===== src/rtl/core/rrl_pkg.sv =====
// Package for the round-robin ring list.
// Holds sizes, request and status codes, and the cell command/status structs.
// No dependencies.
package rrl_pkg;

  localparam int unsigned CAPACITY = 16;
  localparam int unsigned ID_W     = 16;
  localparam int unsigned IDX_W    = $clog2(CAPACITY);
  localparam int unsigned CNT_W    = 5;

  typedef enum logic [1:0] {
    FUNC_ADD    = 2'd0,
    FUNC_REMOVE = 2'd1,
    FUNC_NEXT   = 2'd2,
    FUNC_NONE   = 2'd3
  } func_e;

  typedef enum logic [1:0] {
    ST_OK        = 2'd0,
    ST_EMPTY     = 2'd1,
    ST_NOT_FOUND = 2'd2,
    ST_FULL      = 2'd3
  } status_e;

  // Broadcast to every cell in the chain.
  typedef struct packed {
    logic             add_en;
    logic             rm_en;
    logic [ID_W-1:0]  id;
    logic [CNT_W-1:0] count;
    logic [IDX_W-1:0] pos;
  } cell_cmd_t;

  // Reported by each cell.
  typedef struct packed {
    logic hit;         // a match at this cell or any cell to its left
    logic first;       // this cell holds the first match
    logic before_pos;  // first match lies before the current position
  } cell_stat_t;

endpackage


===== src/rtl/core/rrl_cell.sv =====
// One entry cell of the round-robin ring list chain.
// Holds one identifier, compares it on remove and shifts in its right neighbor.
// Depends on rrl_pkg.
module rrl_cell
  import rrl_pkg::*;
(
  input  logic             clk_i,
  input  logic [IDX_W-1:0] idx_i,
  input  cell_cmd_t        cmd_i,
  input  logic             prev_hit_i,
  input  logic [ID_W-1:0]  next_entry_i,
  output logic [ID_W-1:0]  entry_o,
  output cell_stat_t       stat_o
);

  logic [ID_W-1:0] entry_q, entry_d;
  logic            valid;
  logic            match;

  assign valid = ({1'b0, idx_i} < cmd_i.count);
  assign match = valid && (entry_q == cmd_i.id);

  assign stat_o.hit        = prev_hit_i || match;
  assign stat_o.first      = match && !prev_hit_i;
  assign stat_o.before_pos = stat_o.first && (idx_i < cmd_i.pos);

  always_comb begin
    entry_d = entry_q;
    if (cmd_i.add_en && ({1'b0, idx_i} == cmd_i.count)) begin
      entry_d = cmd_i.id;
    end else if (cmd_i.rm_en && stat_o.hit) begin
      // close the gap: take the neighbor's entry
      entry_d = next_entry_i;
    end
  end

  always_ff @(posedge clk_i) begin
    entry_q <= entry_d;
  end

  assign entry_o = entry_q;

endmodule


===== src/rtl/core/round_robin_ring_list_top.sv =====
// Top level of the round-robin ring list.
// Instantiates a chain of rrl_cell entries and the count/position control.
// Depends on rrl_pkg and rrl_cell.
//
// Usage:
//   Drive func_i and elem_id_i with start high; the request is taken at a
//   rising edge where start is high and busy is low. busy stays low, so a
//   request can be taken in every cycle: one request per cycle sustained.
//   The result (served_id_o, status_o, entry_count_o) appears for exactly one
//   cycle, marked by done_o, in the cycle after the request is taken.
//   Every request kind is done in one registered update: add writes the tail cell,
//   remove compares in all cells at once and every cell at or right of the
//   first match takes its neighbor's entry, next selects the cell at the
//   current position. The match search is a one-bit chain through the cells.
//   Requests: add appends (status full at capacity), remove deletes the first
//   match (status not found otherwise), next serves and advances with wrap
//   (status empty on an empty list). Function code 3 changes nothing.
//   Reset clears the entry count and the position; the entries themselves
//   are left as they are. The receiver cannot stall: done_o is a pulse.
module round_robin_ring_list_top
  import rrl_pkg::*;
(
  input  logic             clk_i,
  input  logic             rst_ni,
  input  logic             start,
  output logic             busy,
  input  logic [1:0]       func_i,
  input  logic [ID_W-1:0]  elem_id_i,
  output logic             done_o,
  output logic [ID_W-1:0]  served_id_o,
  output logic [1:0]       status_o,
  output logic [CNT_W-1:0] entry_count_o
);

  logic [CNT_W-1:0] count_q, count_d;
  logic [IDX_W-1:0] pos_q, pos_d;
  logic             done_q;
  logic [ID_W-1:0]  served_q, served_d;
  status_e          status_q, status_d;

  logic             accept;
  func_e            func;
  cell_cmd_t        cmd;
  logic [ID_W-1:0]  entries [CAPACITY];
  cell_stat_t       stats [CAPACITY];
  logic             found;
  logic             dec;
  logic             full;
  logic             empty;
  logic [IDX_W-1:0] pos_m;
  logic [CNT_W-1:0] cnt_m;
  logic [CNT_W-1:0] pos_inc;

  assign busy   = 1'b0;
  assign accept = start && !busy;
  assign func   = func_e'(func_i);
  assign full   = (count_q == CNT_W'(CAPACITY));
  assign empty  = (count_q == '0);

  assign cmd.add_en = accept && (func == FUNC_ADD) && !full;
  assign cmd.rm_en  = accept && (func == FUNC_REMOVE);
  assign cmd.id     = elem_id_i;
  assign cmd.count  = count_q;
  assign cmd.pos    = pos_q;

  for (genvar g = 0; g < CAPACITY; g++) begin : g_cell
    logic            prev_hit;
    logic [ID_W-1:0] next_entry;
    if (g == 0) begin : g_first
      assign prev_hit = 1'b0;
    end else begin : g_rest
      assign prev_hit = stats[g-1].hit;
    end
    if (g == CAPACITY - 1) begin : g_last
      assign next_entry = entries[g];
    end else begin : g_mid
      assign next_entry = entries[g+1];
    end
    rrl_cell u_cell (
      .clk_i        (clk_i),
      .idx_i        (IDX_W'(g)),
      .cmd_i        (cmd),
      .prev_hit_i   (prev_hit),
      .next_entry_i (next_entry),
      .entry_o      (entries[g]),
      .stat_o       (stats[g])
    );
  end

  assign found = stats[CAPACITY-1].hit;

  always_comb begin
    dec = 1'b0;
    for (int i = 0; i < CAPACITY; i++) begin
      dec = dec | stats[i].before_pos;
    end
  end

  assign pos_m   = pos_q - IDX_W'(dec);
  assign cnt_m   = count_q - CNT_W'(1);
  assign pos_inc = {1'b0, pos_q} + CNT_W'(1);

  always_comb begin
    count_d  = count_q;
    pos_d    = pos_q;
    served_d = '0;
    status_d = ST_OK;
    if (accept) begin
      unique case (func)
        FUNC_ADD: begin
          if (full) begin
            status_d = ST_FULL;
          end else begin
            count_d = count_q + CNT_W'(1);
          end
        end
        FUNC_REMOVE: begin
          if (!found) begin
            status_d = ST_NOT_FOUND;
          end else begin
            count_d = cnt_m;
            // step back past the removed entry, wrap if off the end
            pos_d   = ({1'b0, pos_m} >= cnt_m) ? '0 : pos_m;
          end
        end
        FUNC_NEXT: begin
          if (empty) begin
            status_d = ST_EMPTY;
          end else begin
            served_d = entries[pos_q];
            pos_d    = (pos_inc >= count_q) ? '0 : pos_inc[IDX_W-1:0];
          end
        end
        FUNC_NONE: begin
          status_d = ST_OK;
        end
        default: begin
          status_d = ST_OK;
        end
      endcase
    end
  end

  always_ff @(posedge clk_i or negedge rst_ni) begin
    if (!rst_ni) begin
      count_q  <= '0;
      pos_q    <= '0;
      done_q   <= 1'b0;
      status_q <= ST_OK;
    end else begin
      count_q  <= count_d;
      pos_q    <= pos_d;
      done_q   <= accept;
      status_q <= status_d;
    end
  end

  always_ff @(posedge clk_i) begin
    served_q <= served_d;
  end

  assign done_o        = done_q;
  assign served_id_o   = served_q;
  assign status_o      = status_q;
  assign entry_count_o = count_q;

endmodule

===== config.mk =====
export PLATFORM = sky130hd
export DESIGN_NAME = round_robin_ring_list_top
export DESIGN_NICKNAME = d
export VERILOG_FILES = /design/src/rtl/core/rrl_pkg.sv /design/src/rtl/core/rrl_cell.sv /design/src/rtl/core/round_robin_ring_list_top.sv
export SDC_FILE = /design/constraint.sdc
export NUM_CORES = 1
export LEC_CHECK = 0
export BUFFER_PORTS_ARGS = -buffer_cell sky130_fd_sc_hd__clkbuf_2
export CORE_ASPECT_RATIO = 1.4
export CORE_UTILIZATION = 55
export CTS_CLUSTER_DIAMETER = 50
export CTS_CLUSTER_SIZE = 12
export DETAILED_ROUTE_END_ITERATION = 7
export GPL_ROUTABILITY_DRIVEN = 0
export PLACE_DENSITY = 0.74
export REMOVE_ABC_BUFFERS = 1
export SYNTH_ARGS = -nofsm -noshare
export SYNTH_HDL_FRONTEND = slang
export SYNTH_SLANG_ARGS = --single-unit

===== constraint.sdc =====
create_clock -name clk_i -period 4.3 [get_ports clk_i]
set_clock_uncertainty 0.15 [all_clocks]
set_input_delay 0.215 -clock clk_i [delete_from_list [all_inputs] [get_ports clk_i]]
set_output_delay 0.215 -clock clk_i [all_outputs]
set_load 0.01 [all_outputs]

Word level (Yosys, flattened, before mapping)
Cells that the tools add are included.
{ "classes": {"n_reduce_logical": 134, "n_eq_ne": 38, "magnitude_cmp": 35, "muxes": 46, "n_addsub": 4, "n_bitwise": 18} }
{ "ops": {"columns": ["cell", "n"], "rows": [
  ["2-to-1 mux 16 bit", 32],
  ["equality test 16 bit", 16],
  ["logical AND 1 bit", 81],
  ["binary-select mux 16 bit (select 4 bit)", 1],
  ["equality test 4 x 5 -> 1 bit (first input constant)", 8],
  ["less-than comparator 4 x 5 -> 1 bit (first input constant)", 8],
  ["nonzero test 2 bit", 17],
  ["less-than comparator 4 bit (first input constant)", 8],
  ["equality test 3 x 5 -> 1 bit (first input constant)", 4],
  ["less-than comparator 3 x 5 -> 1 bit (first input constant)", 4],
  ["logical NOT 1 bit", 16],
  ["less-than comparator 3 x 4 -> 1 bit (first input constant)", 4],
  ["2-to-1 mux 4 bit", 4],
  ["logical OR 1 bit", 15],
  ["OR 1 bit", 15],
  ["equality test 2 x 5 -> 1 bit (first input constant)", 2],
  ["less-than comparator 1 x 5 -> 1 bit (first input constant)", 2],
  ["less-than comparator 2 x 5 -> 1 bit (first input constant)", 2],
  ["2-to-1 mux 5 bit", 2],
  ["one-hot mux 5 bit (2 select lines)", 1],
  ["less-than comparator 1 x 4 -> 1 bit (first input constant)", 2],
  ["less-than comparator 2 x 4 -> 1 bit (first input constant)", 2],
  ["one-hot mux 2 bit (4 select lines)", 1],
  ["one-hot mux 4 bit (2 select lines)", 1],
  ["other kinds (20)", 27]
]} }
{ "totals": {"ff_bits": 284, "wordCells": 296, "output_inout_bits": 25, "in_bits": 21} }

Depth between registers and ports, before layout
Gate-level depths: netlist (run 1).
{ "logic_depth": {"ltp_word": 25, "mapped_depth": 22, "mapped_depth_nobuf": 20} }

Cells and area by module
Synthesis (run 1) repeated with hierarchy kept, for this count alone.
{ "unflattened": {"cells_unflattened": 1647, "area_unflattened_um2": 20791.2} }
{ "by_module_without_submodules": {"columns": ["mod", "area_per_inst_um2", "seq_area_each_um2", "n_inst", "cells_each"], "rows": [
  ["rrl_cell at g_cell[14].u_cell ...", 1084.8, 480.5, 11, 87],
  ["rrl_cell at g_cell[0].u_cell ...", 1083.5, 480.5, 5, 86],
  ["round_robin_ring_list_top", 3440.8, 620.6, 1, 260]
]} }

Least setup slack after synthesis (run 1)
No wires, ideal clock.
{ "synth_timing": {"path_type": "flip-flop to flip-flop", "from": "register pos_q[0]", "to": "register pos_q[3]", "path_stages_with_launch": 22, "setup_slack_ns": 0.044, "n_path_buf": 4, "synth_period_minus_slack_ns": 4.256, "t_arrival_ns": 3.978, "required_time_ns": 4.022, "setup_time_ns": 0.128, "cell_sequence": "dfrtp_1 > clkbuf_1 > buf_2 > buf_2 > clkbuf_1 > inv_1 > ha_1 > inv_1 > nor2_1 > o21bai_1 > a21oi_1 > o311ai_0 > ha_1 > ha_1 > nand2b_1 > a21o_1 > a21o_1 > a21oi_1 > o21ai_0 > nand2b_1 > nand2_1 > mux2_1"} }
{ "synth_via": {"elab_chain_len": 22, "word_cells_on_any_way": 56, "cone_classes": "add/sub (2); order compare (18); mux (5); bitwise (15); reduce/logical (16)"} }
{ "synth_lines": {"columns": ["item", "line_no", "text"], "rows": [
  ["start: declaration", "round_robin_ring_list_top.sv:36", "logic [IDX_W-1:0] pos_q, pos_d;"],
  ["start signal: assignment", "round_robin_ring_list_top.sv:152", "pos_q <= pos_d;"],
  ["less-than comparator 1 x 4 -> 1 bit", "rrl_cell.sv:25", "assign stat_o.before_pos = stat_o.first && (idx_i < cmd_i.pos);"],
  ["logical AND 1 bit", "rrl_cell.sv:25", null],
  ["OR 1 bit (15 in series)", "round_robin_ring_list_top.sv:95", "dec = dec | stats[i].before_pos;"],
  ["subtractor 4 x 1 -> 4 bit", "round_robin_ring_list_top.sv:99", "assign pos_m = pos_q - IDX_W'(dec);"],
  [">= comparator 4 x 5 -> 1 bit", "round_robin_ring_list_top.sv:123", "pos_d = ({1'b0, pos_m} >= cnt_m) ? '0 : pos_m;"],
  ["2-to-1 mux 4 bit", "round_robin_ring_list_top.sv:123", null],
  ["2-to-1 mux 4 bit", "round_robin_ring_list_top.sv:118", "if (!found) begin"],
  ["one-hot mux 4 bit (2 select lines) *", "round_robin_ring_list_top.sv:109", "unique case (func)"]
]} }
Every way passes the cells marked *; elsewhere a longest branch is shown, timed or not. The select of a mux whose other input is x is not followed.
A chain may end at the register's enable or synchronous reset.

Worst setup path in the final report (run 1)
{ "layout_timing": {"from": "register g_cell[2].u_cell.entry_q[9]", "to": "register pos_q[2]"} }
{ "layout_via": {"elab_chain_len": 24, "word_cells_on_any_way": 78, "cone_classes": "add/sub (1); order compare (1); eq/ne (2); mux (3); bitwise (14); reduce/logical (57)"} }
{ "layout_lines": {"columns": ["item", "line_no", "text"], "rows": [
  ["start: declaration", "rrl_cell.sv:16", "logic [ID_W-1:0] entry_q, entry_d;"],
  ["start signal: assignment", "rrl_cell.sv:38", "entry_q <= entry_d;"],
  ["equality test 16 bit *", "rrl_cell.sv:21", "assign match = valid && (entry_q == cmd_i.id);"],
  ["logical AND 1 bit *", "rrl_cell.sv:21", null],
  ["logical OR 1 bit", "rrl_cell.sv:23", "assign stat_o.hit = prev_hit_i || match;"],
  ["logical NOT 1 bit / logical OR 1 bit (equally long branches)", "rrl_cell.sv:24, rrl_cell.sv:23", null],
  ["logical AND 1 bit, or another cell as far along", "rrl_cell.sv:24", "assign stat_o.first = match && !prev_hit_i;"],
  ["logical AND 1 bit, or another cell as far along", "rrl_cell.sv:25", null],
  ["OR 1 bit, or another cell as far along (11 in series)", "round_robin_ring_list_top.sv:95", null],
  ["OR 1 bit / logical AND 1 bit (equally long branches)", "round_robin_ring_list_top.sv:95, rrl_cell.sv:25", null],
  ["OR 1 bit", "round_robin_ring_list_top.sv:95", null],
  ["subtractor 4 x 1 -> 4 bit", "round_robin_ring_list_top.sv:99", null],
  [">= comparator 4 x 5 -> 1 bit", "round_robin_ring_list_top.sv:123", null],
  ["2-to-1 mux 4 bit", "round_robin_ring_list_top.sv:123", null],
  ["2-to-1 mux 4 bit", "round_robin_ring_list_top.sv:118", null],
  ["one-hot mux 4 bit (2 select lines)", "round_robin_ring_list_top.sv:109", null]
]} }
Marks and branches as above.

==> flow_summary_export.csv, run 1 <==
group,metric,value,unit
status,status,"complete, no violations",
layout,nets,1489,
pwr,power.leakage,7.31,nW
yosys,yosysSeqAreaShare,46.7,%
setup_path,crit_slowest_cell,"edfxtp_1",
yosys,synth_cells,1305,
yosys,synth_area,0.0178,mm²
global_route,grt.total_usage,29.8,%
layout,syn_to_final_growth,15.4,%
die,rows,77,
sta,setup_ws,0.189,ns
yosys,async_reset_ff_share,4.23,%
pwr,pwr_density_cell,418,mW/mm²
die,core,0.0317,mm²
drt,route.vias.total,11428,
drt,drtIter0Drc,864,
die,die-area,0.0331,mm²
clock_network,cts_max_level,1,
yosys,dominantRegCellSynth,"edfxtp_1",
setup_path,path_cells,"xor2_1, nor4_1, buf_4, nand3_2, o32a_1, and3_4, o32a_1, o311ai_2, ha_2, ha_1, nand2b_1, a21o_1, a21o_1, a21oi_2, o21ai_2, nand2b_1, o21ai_0, o2bb2ai_1",
clock_network,cts_buffers,31,
global_route,antenna_found_initial,0,
clock_network,cts_tree,"yes",
global_route,grt_pass1_vias,11970,
yosys,ys_warn_count,0,
yosys,synth.distinct_cells,60,
sta,timing_hold_violations_final,0,
yosys,netlist_top_cells_count,"edfxtp_1 (256), mux2_2 (240), xor2_1 (152)",
drt,viasPerCell,6.12,
drt,routedWlPerCell,25.9,µm
yosys,syn_avg_cell_area,13.6,µm²
sta,min_period,4.11,ns
setup_path,crit_type,"flip-flop to flip-flop",
yosys,ys_seq_elements,284,
setup_path,cp_data_arrival_time,4.46,ns
layout,fin_util,64.8,%
hold_path,min_path_type,"input pin to flip-flop",
yosys,yosysMostFrequentCell,"edfxtp_1",
setup_path,path_buf_inv,1,
sta,drv_slew,0,
place,dp_hpwl,37000,µm
die,die_h,215,µm
setup_path,crit_fanout,4,
clock_network,clk_latency,0.58,ns
global_route,grt_pass1_wl,73100,µm
sta,worst_slew_pin_slew,0.936,ns
place,place_ws,-0.345,ns
setup_path,crit_path_start_kind,"flip-flop",
clock_network,clockBufferDepth,3,
clock_network,cts_sinks,284,
layout,layout-drive-gt1-share,42.6,%
die,chipWidth,154,µm
yosys,netlist.area_leader.share,43.2,%
sta,setup_viol,0,
die,io_pins,46,
sta,slew_headroom,37.4,%
pwr,totalPowerFinal,8.59,mW
setup_path,critPathTopFamily,"compound AO/OA/AOI/OAI gates",
layout,antenna_cells,0,
die,start_util,56.1,%
yosys,synthTopCellsByArea,"edfxtp_1 (43%), mux2_2 (15%), mux4_2 (10%), xor2_1 (7.5%), xnor2_1 (5.8%)",
place,io_buffers,44,
run,drv_cap,0,
drt,postRouteWirelength,48300,µm
sta,finalCritPeriodShare,95.6,%
global_route,overflow,0,
sta,max_freq,243,MHz
drt,drcViolationCount,0,
global_route,grt_start_max_net_pins,38,
setup_path,cp_slowest_stage_delay,0.43,ns
layout,stdcell_area,0.0205,mm²
setup_path,worstPathRequired,4.65,ns
yosys,synth-edff-count,256,
clock_network,clk_pin_slew,0.06,ns
setup_path,end_kind,"flip-flop",
drt,dr.pass1.iters,5,
yosys,synth_area_leader_cell,"edfxtp_1",
place,place_area,0.0192,mm²
clock_network,clockRootBuffer,"clkbuf_16",
drt,ant_nets,0,
pwr,irDropWorstVdd,0.000335,V
metrics by stage:
stage | hold slack (ns) | TNS, ns | cells
after global placement | -0.0355 | -0.997 | 1800
after global routing | 0.0214 | -0.0230 | 1868
final | 0.0144 | 0 | 1868
after CTS | 0.00179 | 0 | 1869
after floorplan | -0.231 | -5.53 | 1186
after detailed placement | -0.0230 | -1.20 | 1800
per-layer routing:
metal	global-route usage [%]	wire length [µm]	vias to the layer above	part of all wire (%)
met5	0	0	-	0
met4	17.3	3060	0	6.3
met3	3.27	2150	124	4.5
met2	53.5	25200	350	52
met1	34.4	17900	5766	37
li1	-	-	5188	-
registers in the layout (all words and copies together), names as in the netlist:
name                   count
done_o                     1
g_cell.u_cell.entry_o    256
entry_count_o              5
pos_q                      4
served_id_o               16
status_o                   2
power breakdown:
part | internal (mW) | switching [mW]
clock network | 1.47 | 1.11
logic | 1.32 | 1.54
registers | 3.07 | 0.0737
final timing paths:
path / startpoint / to / slack [ns] / depth (start not counted)
worst max-delay path: g_cell[2].u_cell.entry_o[9] / pos_q[2] / 0.19 / 18
worst min register to register: g_cell[10].u_cell.entry_o[6] / g_cell[9].u_cell.entry_o[6] / 0.47 / 1
worst max register to register: g_cell[2].u_cell.entry_o[9] / pos_q[2] / 0.19 / 18
max in group asynchronous: rst_ni / pos_q[0] / 2.97 / 3
min in group asynchronous: rst_ni / pos_q[0] / 0.58 / 3
worst min-delay path: elem_id_i[5] / g_cell[15].u_cell.entry_o[5] / 0.01 / 2
cells by family after synthesis:
family / count (synthesis) / synth area share [%]
multiplexers: 325 / 25.6
other: 1 / 0.0211
flip-flops: 284 / 46.7
AND/OR/NAND/NOR: 212 / 6.59
buffers and inverters: 133 / 4.15
AO/OA/AOI/OAI: 63 / 2.44
adder cells (fa/ha/maj): 18 / 1.27
XOR/XNOR: 269 / 13.2
layout make-up:
cell class / count / area [µm²]
well taps: 395 / 494
fillers: 2286 / 11200
repair buffers: 231 / 1760
clock buffers: 45 / 838
multi-input cells: 888 / 8960
inverters: 14 / 52.6
clock inverters: 11 / 121
flip-flops and latches: 284 / 8310
repair_timing:
action | 4_1_cts | 5_1_grt
pin swaps | 2 | 17
resized for setup | 7 | 37
setup buffers | 0 | 1
endpoints found under the hold margin | 24 | 0
endpoints found under the setup margin | 4 | 4
hold buffers | 13 | 0
placed cells by master, fill, tap and decap left out, drive strengths merged, types with 13 or more instances in the layout:
cell	n
xor2	152
nand2	40
mux2	243
nand4	34
edfxtp	256
inv	13
clkbuf	87
nor2b	19
xnor2	117
ha	18
nor4	37
mux4	80
nor3	18
nand3	17
o21ai	16
dfxtp	16
buf	176
nor2	20
Note: power is estimated with default switching activity, not from simulation.
==> run 2: changes to the inputs <==
--- a/config.mk
+++ b/config.mk
@@ -5,14 +5,14 @@
 export SDC_FILE = /design/constraint.sdc
 export NUM_CORES = 1
 export LEC_CHECK = 0
-export BUFFER_PORTS_ARGS = -buffer_cell sky130_fd_sc_hd__clkbuf_2
-export CORE_ASPECT_RATIO = 1.4
+export CORE_ASPECT_RATIO = 1.25
 export CORE_UTILIZATION = 55
 export CTS_CLUSTER_DIAMETER = 50
 export CTS_CLUSTER_SIZE = 12
 export DETAILED_ROUTE_END_ITERATION = 7
+export DONT_BUFFER_PORTS = 1
 export GPL_ROUTABILITY_DRIVEN = 0
-export PLACE_DENSITY = 0.74
+export PLACE_DENSITY = 0.73
 export REMOVE_ABC_BUFFERS = 1
 export SYNTH_ARGS = -nofsm -noshare
 export SYNTH_HDL_FRONTEND = slang
==> run 2 against run 1 <==
Via count about the same. Clock-buffer cell count up 6. Critical path depth up 2. First-iteration DRC count grew 25%. Sequential power rose by 2%. Largest cell class unchanged. Total power down 1.8%. Critical path type unchanged. Die area is essentially flat. Clock power about the same.
==> flow_summary_export.csv, run 2 (synthesis gave the netlist of run 1 again) <==
group,metric,value,unit
die,chipWidth,163,µm
die,die-area,0.0331,mm²
drt,dr.pass1.iters,5,
drt,route.vias.total,11425,
status,status,"complete, no violations",
clock_network,cts_tree,"yes",
layout,final_common_cell,"edfxtp_1",
drt,drcViolationCount,0,
layout,layout-drive-gt1-share,34.8,%
hold_path,min_path_type,"input pin to flip-flop",
pwr,totalPowerFinal,8.43,mW
sta,setup_viol,0,
global_route,overflow,0,
clock_network,clockRootBuffer,"clkbuf_16",
setup_path,crit_path_start_kind,"flip-flop",
place,dp_hpwl,35600,µm
pwr,power.leakage,6.59,nW
setup_path,crit_type,"flip-flop to flip-flop",
sta,min_period,4.23,ns
sta,max_freq,236,MHz
die,die_h,203,µm
layout,largest_register_ff_count,256,
pwr,irDropWorstVdd,0.000354,V
place,dp.cells,1672,
sta,slew_headroom,31.9,%
setup_path,critPathTopFamily,"compound AO/OA/AOI/OAI gates",
die,rows,73,
setup_path,path_cells,"xnor2_1, nand4_1, nor3_1, buf_4, nand2_1, a311oi_1, o21bai_2, a21oi_2, o311ai_2, ha_2, ha_1, inv_1, ha_1, a21o_1, a21o_1, a21oi_2, o21ai_2, nand2b_1, nand2_1, mux2_1",
die,io_pins,46,
layout,syn_to_final_growth,9.43,%
layout,stdcell_area,0.0195,mm²
setup_path,cp_slowest_stage_delay,0.44,ns
clock_network,cts_sinks,284,
sta,hold_slack,0.163,ns
clock_network,clk_latency,0.58,ns
global_route,grt_pass1_vias,11717,
layout,final_cell_mix,"edfxtp_1 (256), mux2_2 (240), xor2_1 (151)",
run,drv_cap,0,
global_route,grt_pass1_wl,75700,µm
layout,antenna_cells,0,
clock_network,cts_buffers,30,
global_route,antenna_found_initial,1,
setup_path,end_kind,"flip-flop",
setup_path,crit_fanout,4,
drt,postRouteWirelength,51700,µm
pwr,p_switching,2.67,mW
sta,timing_hold_violations_final,0,
global_route,grt.total_usage,31.6,%
pwr,swShare,31.7,%
clock_network,clk_pin_slew,0.06,ns
die,core,0.0318,mm²
setup_path,worstPathRequired,4.61,ns
drt,ant_nets,0,
drt,drtIter0Drc,1077,
global_route,grt_start_max_net_pins,41,
clock_network,cts_max_level,1,
pwr,seq_power_share,38.0,%
place,io_buffers,0,
setup_path,cp_data_arrival_time,4.54,ns
drt,viasPerCell,6.52,
pwr,power.internal,5.76,mW
sta,drv_slew,0,
pwr,combPwrFrac,31.8,%
layout,finalNonFillerCells,1751,
layout,nets,1354,
setup_path,crit_slowest_cell,"xnor2_1",
sta,worst_slew_pin_slew,1.02,ns
pwr,power.share.clock,30.3,%
sta,finalCritPeriodShare,98.4,%
drt,routedWlPerCell,29.5,µm
place,place_area,0.0182,mm²
pwr,pwr_density_cell,433,mW/mm²
die,start_util,56.0,%
setup_path,path_buf_inv,2,
clock_network,clockBufferDepth,3,
## run 2: changes by cell type in the layout (fill, tap and decap cells not counted), sizes merged
cell	previous run	this run
inv	13	15
clkbuf	87	51
clkinv	8	2
buf	176	75
dlymetal6s4s	1	0
bufinv	2	1
dlygate4sd3	12	22
clkinvlp	2	1
## run 2: through the flow
step                util [%]  TNS (ns)  setup slack (ns)
floorplan                  -     -5.53             -1.45
global placement        57.2    -0.882            -0.265
detailed placement      57.2     -1.30            -0.375
CTS                     61.0         0            0.0313
global route            61.3   -0.0184           -0.0184
finish                  61.3         0            0.0681
## run 2: worst register-to-register path, stage by stage (launching register included)
cell and delay (ns):
edfxtp_1 0.40, xnor2_1 0.44, nand4_1 0.14, nor3_1 0.22, buf_4 0.15, nand2_1 0.06, a311oi_1 0.35, o21bai_2 0.13
a21oi_2 0.22, o311ai_2 0.11, ha_2 0.21, ha_1 0.29, inv_1 0.05, ha_1 0.27, a21o_1 0.10, a21o_1 0.12
a21oi_2 0.06, o21ai_2 0.17, nand2b_1 0.13, nand2_1 0.05, mux2_1 0.28
## run 2: worst paths after layout
| kind | startpoint | slack, ns | depth (start not counted) | end |
|---|---|---|---|---|
| setup reg to reg | g_cell[13].u_cell.entry_o[10] | 0.07 | 20 | pos_q[3] |
| min in group asynchronous | rst_ni | 0.44 | 2 | pos_q[3] |
| hold / removal | start | 0.16 | 1 | done_o |
| max in group asynchronous | rst_ni | 3.13 | 2 | pos_q[0] |
| hold reg to reg | g_cell[10].u_cell.entry_o[2] | 0.47 | 1 | g_cell[9].u_cell.entry_o[2] |
| setup / recovery | g_cell[13].u_cell.entry_o[10] | 0.07 | 20 | pos_q[3] |
## run 2: area by class of cell
type / count / area, µm²
clock buffers: 51 / 871
well taps: 412 / 515
repair buffers: 97 / 783
multi-input cells: 888 / 8870
flip-flops and latches: 284 / 8320
clock inverters: 5 / 63.8
inverters: 14 / 52.6
fillers: 2441 / 12300
## run 2: per-layer routing
metal,routed length (µm),track usage [%],vias to the layer above
li1,-,-,4930
met3,3140,4.09,153
met1,19300,38.3,5802
met5,0,0,-
met4,3620,20.6,0
met2,25600,52.8,540
## run 2: what timing repair did
action / CTS / global route
endpoints found under the setup margin: 4 / 4
gates resized for setup: 7 / 16
pin swaps: 3 / 15
hold buffers: 22 / 0
endpoints found under the hold margin: 292 / 0
setup buffers: 0 / 1
cloned: 0 / 0
## run 2: power by group through the flow
stage          sequential [mW]  clock, mW  combinational, mW
3_5_place_dp              3.25          0               2.55
6_report                  3.20       2.55               2.68
3_3_place_gp              3.25          0               2.53
5_1_grt                   3.21       2.66               2.80
4_1_cts                   3.19       2.58               2.63
2_1_floorplan             3.48          0               1.52
==> run 3: changes to the inputs <==
--- a/config.mk
+++ b/config.mk
@@ -5,13 +5,13 @@
 export SDC_FILE = /design/constraint.sdc
 export NUM_CORES = 1
 export LEC_CHECK = 0
-export CORE_ASPECT_RATIO = 1.25
 export CORE_UTILIZATION = 55
 export CTS_CLUSTER_DIAMETER = 50
 export CTS_CLUSTER_SIZE = 12
 export DETAILED_ROUTE_END_ITERATION = 7
 export DONT_BUFFER_PORTS = 1
 export GPL_ROUTABILITY_DRIVEN = 0
+export HOLD_SLACK_MARGIN = 0.03
 export PLACE_DENSITY = 0.73
 export REMOVE_ABC_BUFFERS = 1
 export SYNTH_ARGS = -nofsm -noshare
==> run 3 against run 2 <==
Worst hold slack got worse by 0.14 ns. Routed wire length rose by 12%. Clock power rose by 16%. Core utilization rose by 1.4 points. Critical path depth fell by 2. Total power rose by 6.8%. Clock-buffer cell count fell by 11. Die area barely moved. Largest power group unchanged.
==> flow_summary_export.csv, run 3 (synthesis gave the netlist of run 1 again) <==
group,metric,value,unit
status,status,"complete, no violations",
global_route,grt.total_usage,35.6,%
clock_network,cts_sinks,284,
global_route,antenna_found_initial,6,
setup_path,cp_common_cell,"a21o_1",
global_route,overflow,0,
setup_path,cp_data_arrival_time,4.50,ns
global_route,grtUsageMet3,8.92,%
drt,routedWlPerCell,32.7,µm
global_route,grt_use_met1,49.9,%
drt,route.vias.total,12277,
run,drv_cap,0,
place,place_ws,-0.167,ns
global_route,gr-usage-met2,50.9,%
die,io_pins,46,
die,rows,65,
die,start_util,56.1,%
die,core,0.0317,mm²
sta,finalSetupTns,0,ns
layout,final_cell_mix,"edfxtp_1 (256), mux2_2 (240), xor2_1 (152)",
sta,drv_slew,0,
layout,fin_util,62.7,%
clock_network,clk_latency,0.55,ns
layout,largest_register_ff_count,256,
layout,multi_input_area,0.00888,mm²
pwr,power.leakage,6.81,nW
layout,stdcell_area,0.0199,mm²
setup_path,path_buf_inv,0,
clock_network,cts_buffers,36,
drt,drcViolationCount,0,
setup_path,worstPathRequired,4.56,ns
setup_path,crit_slowest_cell,"nor4_1",
die,die_h,182,µm
setup_path,path_cells,"xor2_1, nor4_1, nand3_1, nor2_1, a22oi_1, o22a_1, o32a_1, o311ai_2, ha_2, ha_1, nand2b_1, a21o_1, a21o_1, a21oi_2, o21ai_2, nand2b_4, nand2_1, mux2_1",
pwr,pwr_density_cell,453,mW/mm²
pwr,irDropWorstVdd,0.000270,V
setup_path,crit_path_start_kind,"flip-flop",
sta,setup_viol,0,
drt,viasPerCell,6.91,
die,die-area,0.0331,mm²
drt,dr.pass1.iters,5,
layout,final_common_cell,"edfxtp_1",
setup_path,critPathTopFamily,"simple AND/OR/NAND/NOR gates",
global_route,grt_pass1_vias,11888,
clock_network,clk_pin_slew,0.06,ns
clock_network,clockRootBuffer,"clkbuf_16",
global_route,grt_busiest_layer,"met2",
sta,min_period,4.24,ns
layout,syn_to_final_growth,11.7,%
sta,timing_hold_violations_final,0,
clock_network,cts_max_level,2,
place,io_buffers,0,
setup_path,crit_fanout,4,
clock_network,cts_tree,"yes",
drt,drtIter0Drc,1967,
layout,layout-drive-gt1-share,37.1,%
layout,nets,1387,
sta,max_freq,236,MHz
global_route,grt_pass1_wl,84100,µm
sta,finalCritPeriodShare,98.6,%
setup_path,cp_slowest_stage_delay,0.45,ns
layout,n_fill_cell,2403,
place,dp_hpwl,36200,µm
place,place_area,0.0183,mm²
hold_path,min_path_type,"input pin to flip-flop",
drt,postRouteWirelength,58100,µm
sta,worst_slew_pin_slew,1.14,ns
clock_network,clockBufferDepth,3,
die,chipWidth,182,µm
setup_path,crit_type,"flip-flop to flip-flop",
setup_path,end_kind,"flip-flop",
drt,ant_nets,0,
sta,slew_headroom,23.8,%
layout,seq_area,0.00832,mm²
sta,setup_ws,0.0620,ns
global_route,grt_start_max_net_pins,36,
[run 3: changes by cell type in the layout (fill, tap and decap cells not counted), moves of 3 or more]
| cell | delta |
|---|---|
| clkbuf_16 | +5 |
| buf_4 | +27 |
| clkbuf_1 | -14 |
| diode_2 | +6 |
| clkinv_4 | +3 |
[run 3: path summary, 6_finish.rpt]
| check | startpoint | to | slack [ns] | cells after the start |
|---|---|---|---|---|
| worst max-delay path | g_cell[6].u_cell.entry_o[10] | pos_q[3] | 0.06 | 18 |
| worst min-delay path | func_i[1] | pos_q[1] | 0.02 | 4 |
| worst max register to register | g_cell[6].u_cell.entry_o[10] | pos_q[3] | 0.06 | 18 |
| worst min register to register | g_cell[5].u_cell.entry_o[13] | g_cell[4].u_cell.entry_o[13] | 0.47 | 1 |
| max in group asynchronous | rst_ni | pos_q[0] | 3.01 | 2 |
| min in group asynchronous | rst_ni | pos_q[2] | 0.55 | 2 |
[run 3: stage by stage]
stage               cells  hold slack, ns  total power [mW]
finish               1777          0.0247              9.00
global placement     1684          -0.230              5.88
global route         1771          0.0582              9.23
detailed placement   1684          -0.230              5.90
floorplan            1186          -0.231              4.99
CTS                  1765          0.0365              8.90
[run 3: power by group]
group          leakage (nW)  switching [mW]  internal, mW
registers              2.57           0.113          3.08
logic                  3.69            1.59          1.27
clock network         0.544            1.22          1.73
total                  6.81            2.92          6.08
[run 3: per-layer routing]
metal  part of all wire (%)  vias up
met5                  0.022        -
met4                    6.1        2
met3                     13      158
met2                     42      965
met1                     39     6159
li1                       -     4993
[run 3: cell type report]
class                   count  share of cell area, %
multi-input cells         888                   44.6
repair buffers            124                   4.96
flip-flops and latches    284                   41.8
well taps                 402                   2.53
inverters                  14                  0.264
clock buffers              40                   4.61
clock inverters            19                   1.09
diodes                      6                 0.0755
[run 3: what timing repair did]
action	in CTS	in global routing
resized for setup	4	21
pin swaps	0	17
hold buffers	22	0
setup endpoints to repair	4	4
buffers inserted	0	6
endpoints found under the hold margin	289	0
[run 3: worst min-delay path: cells and delay by family]
| family | cells | cell delay [ns] |
|---|---|---|
| AO/OA/AOI/OAI | 2 | 0.21 |
| multiplexers | 1 | 0.15 |
| AND/OR/NAND/NOR | 1 | 0.09 |
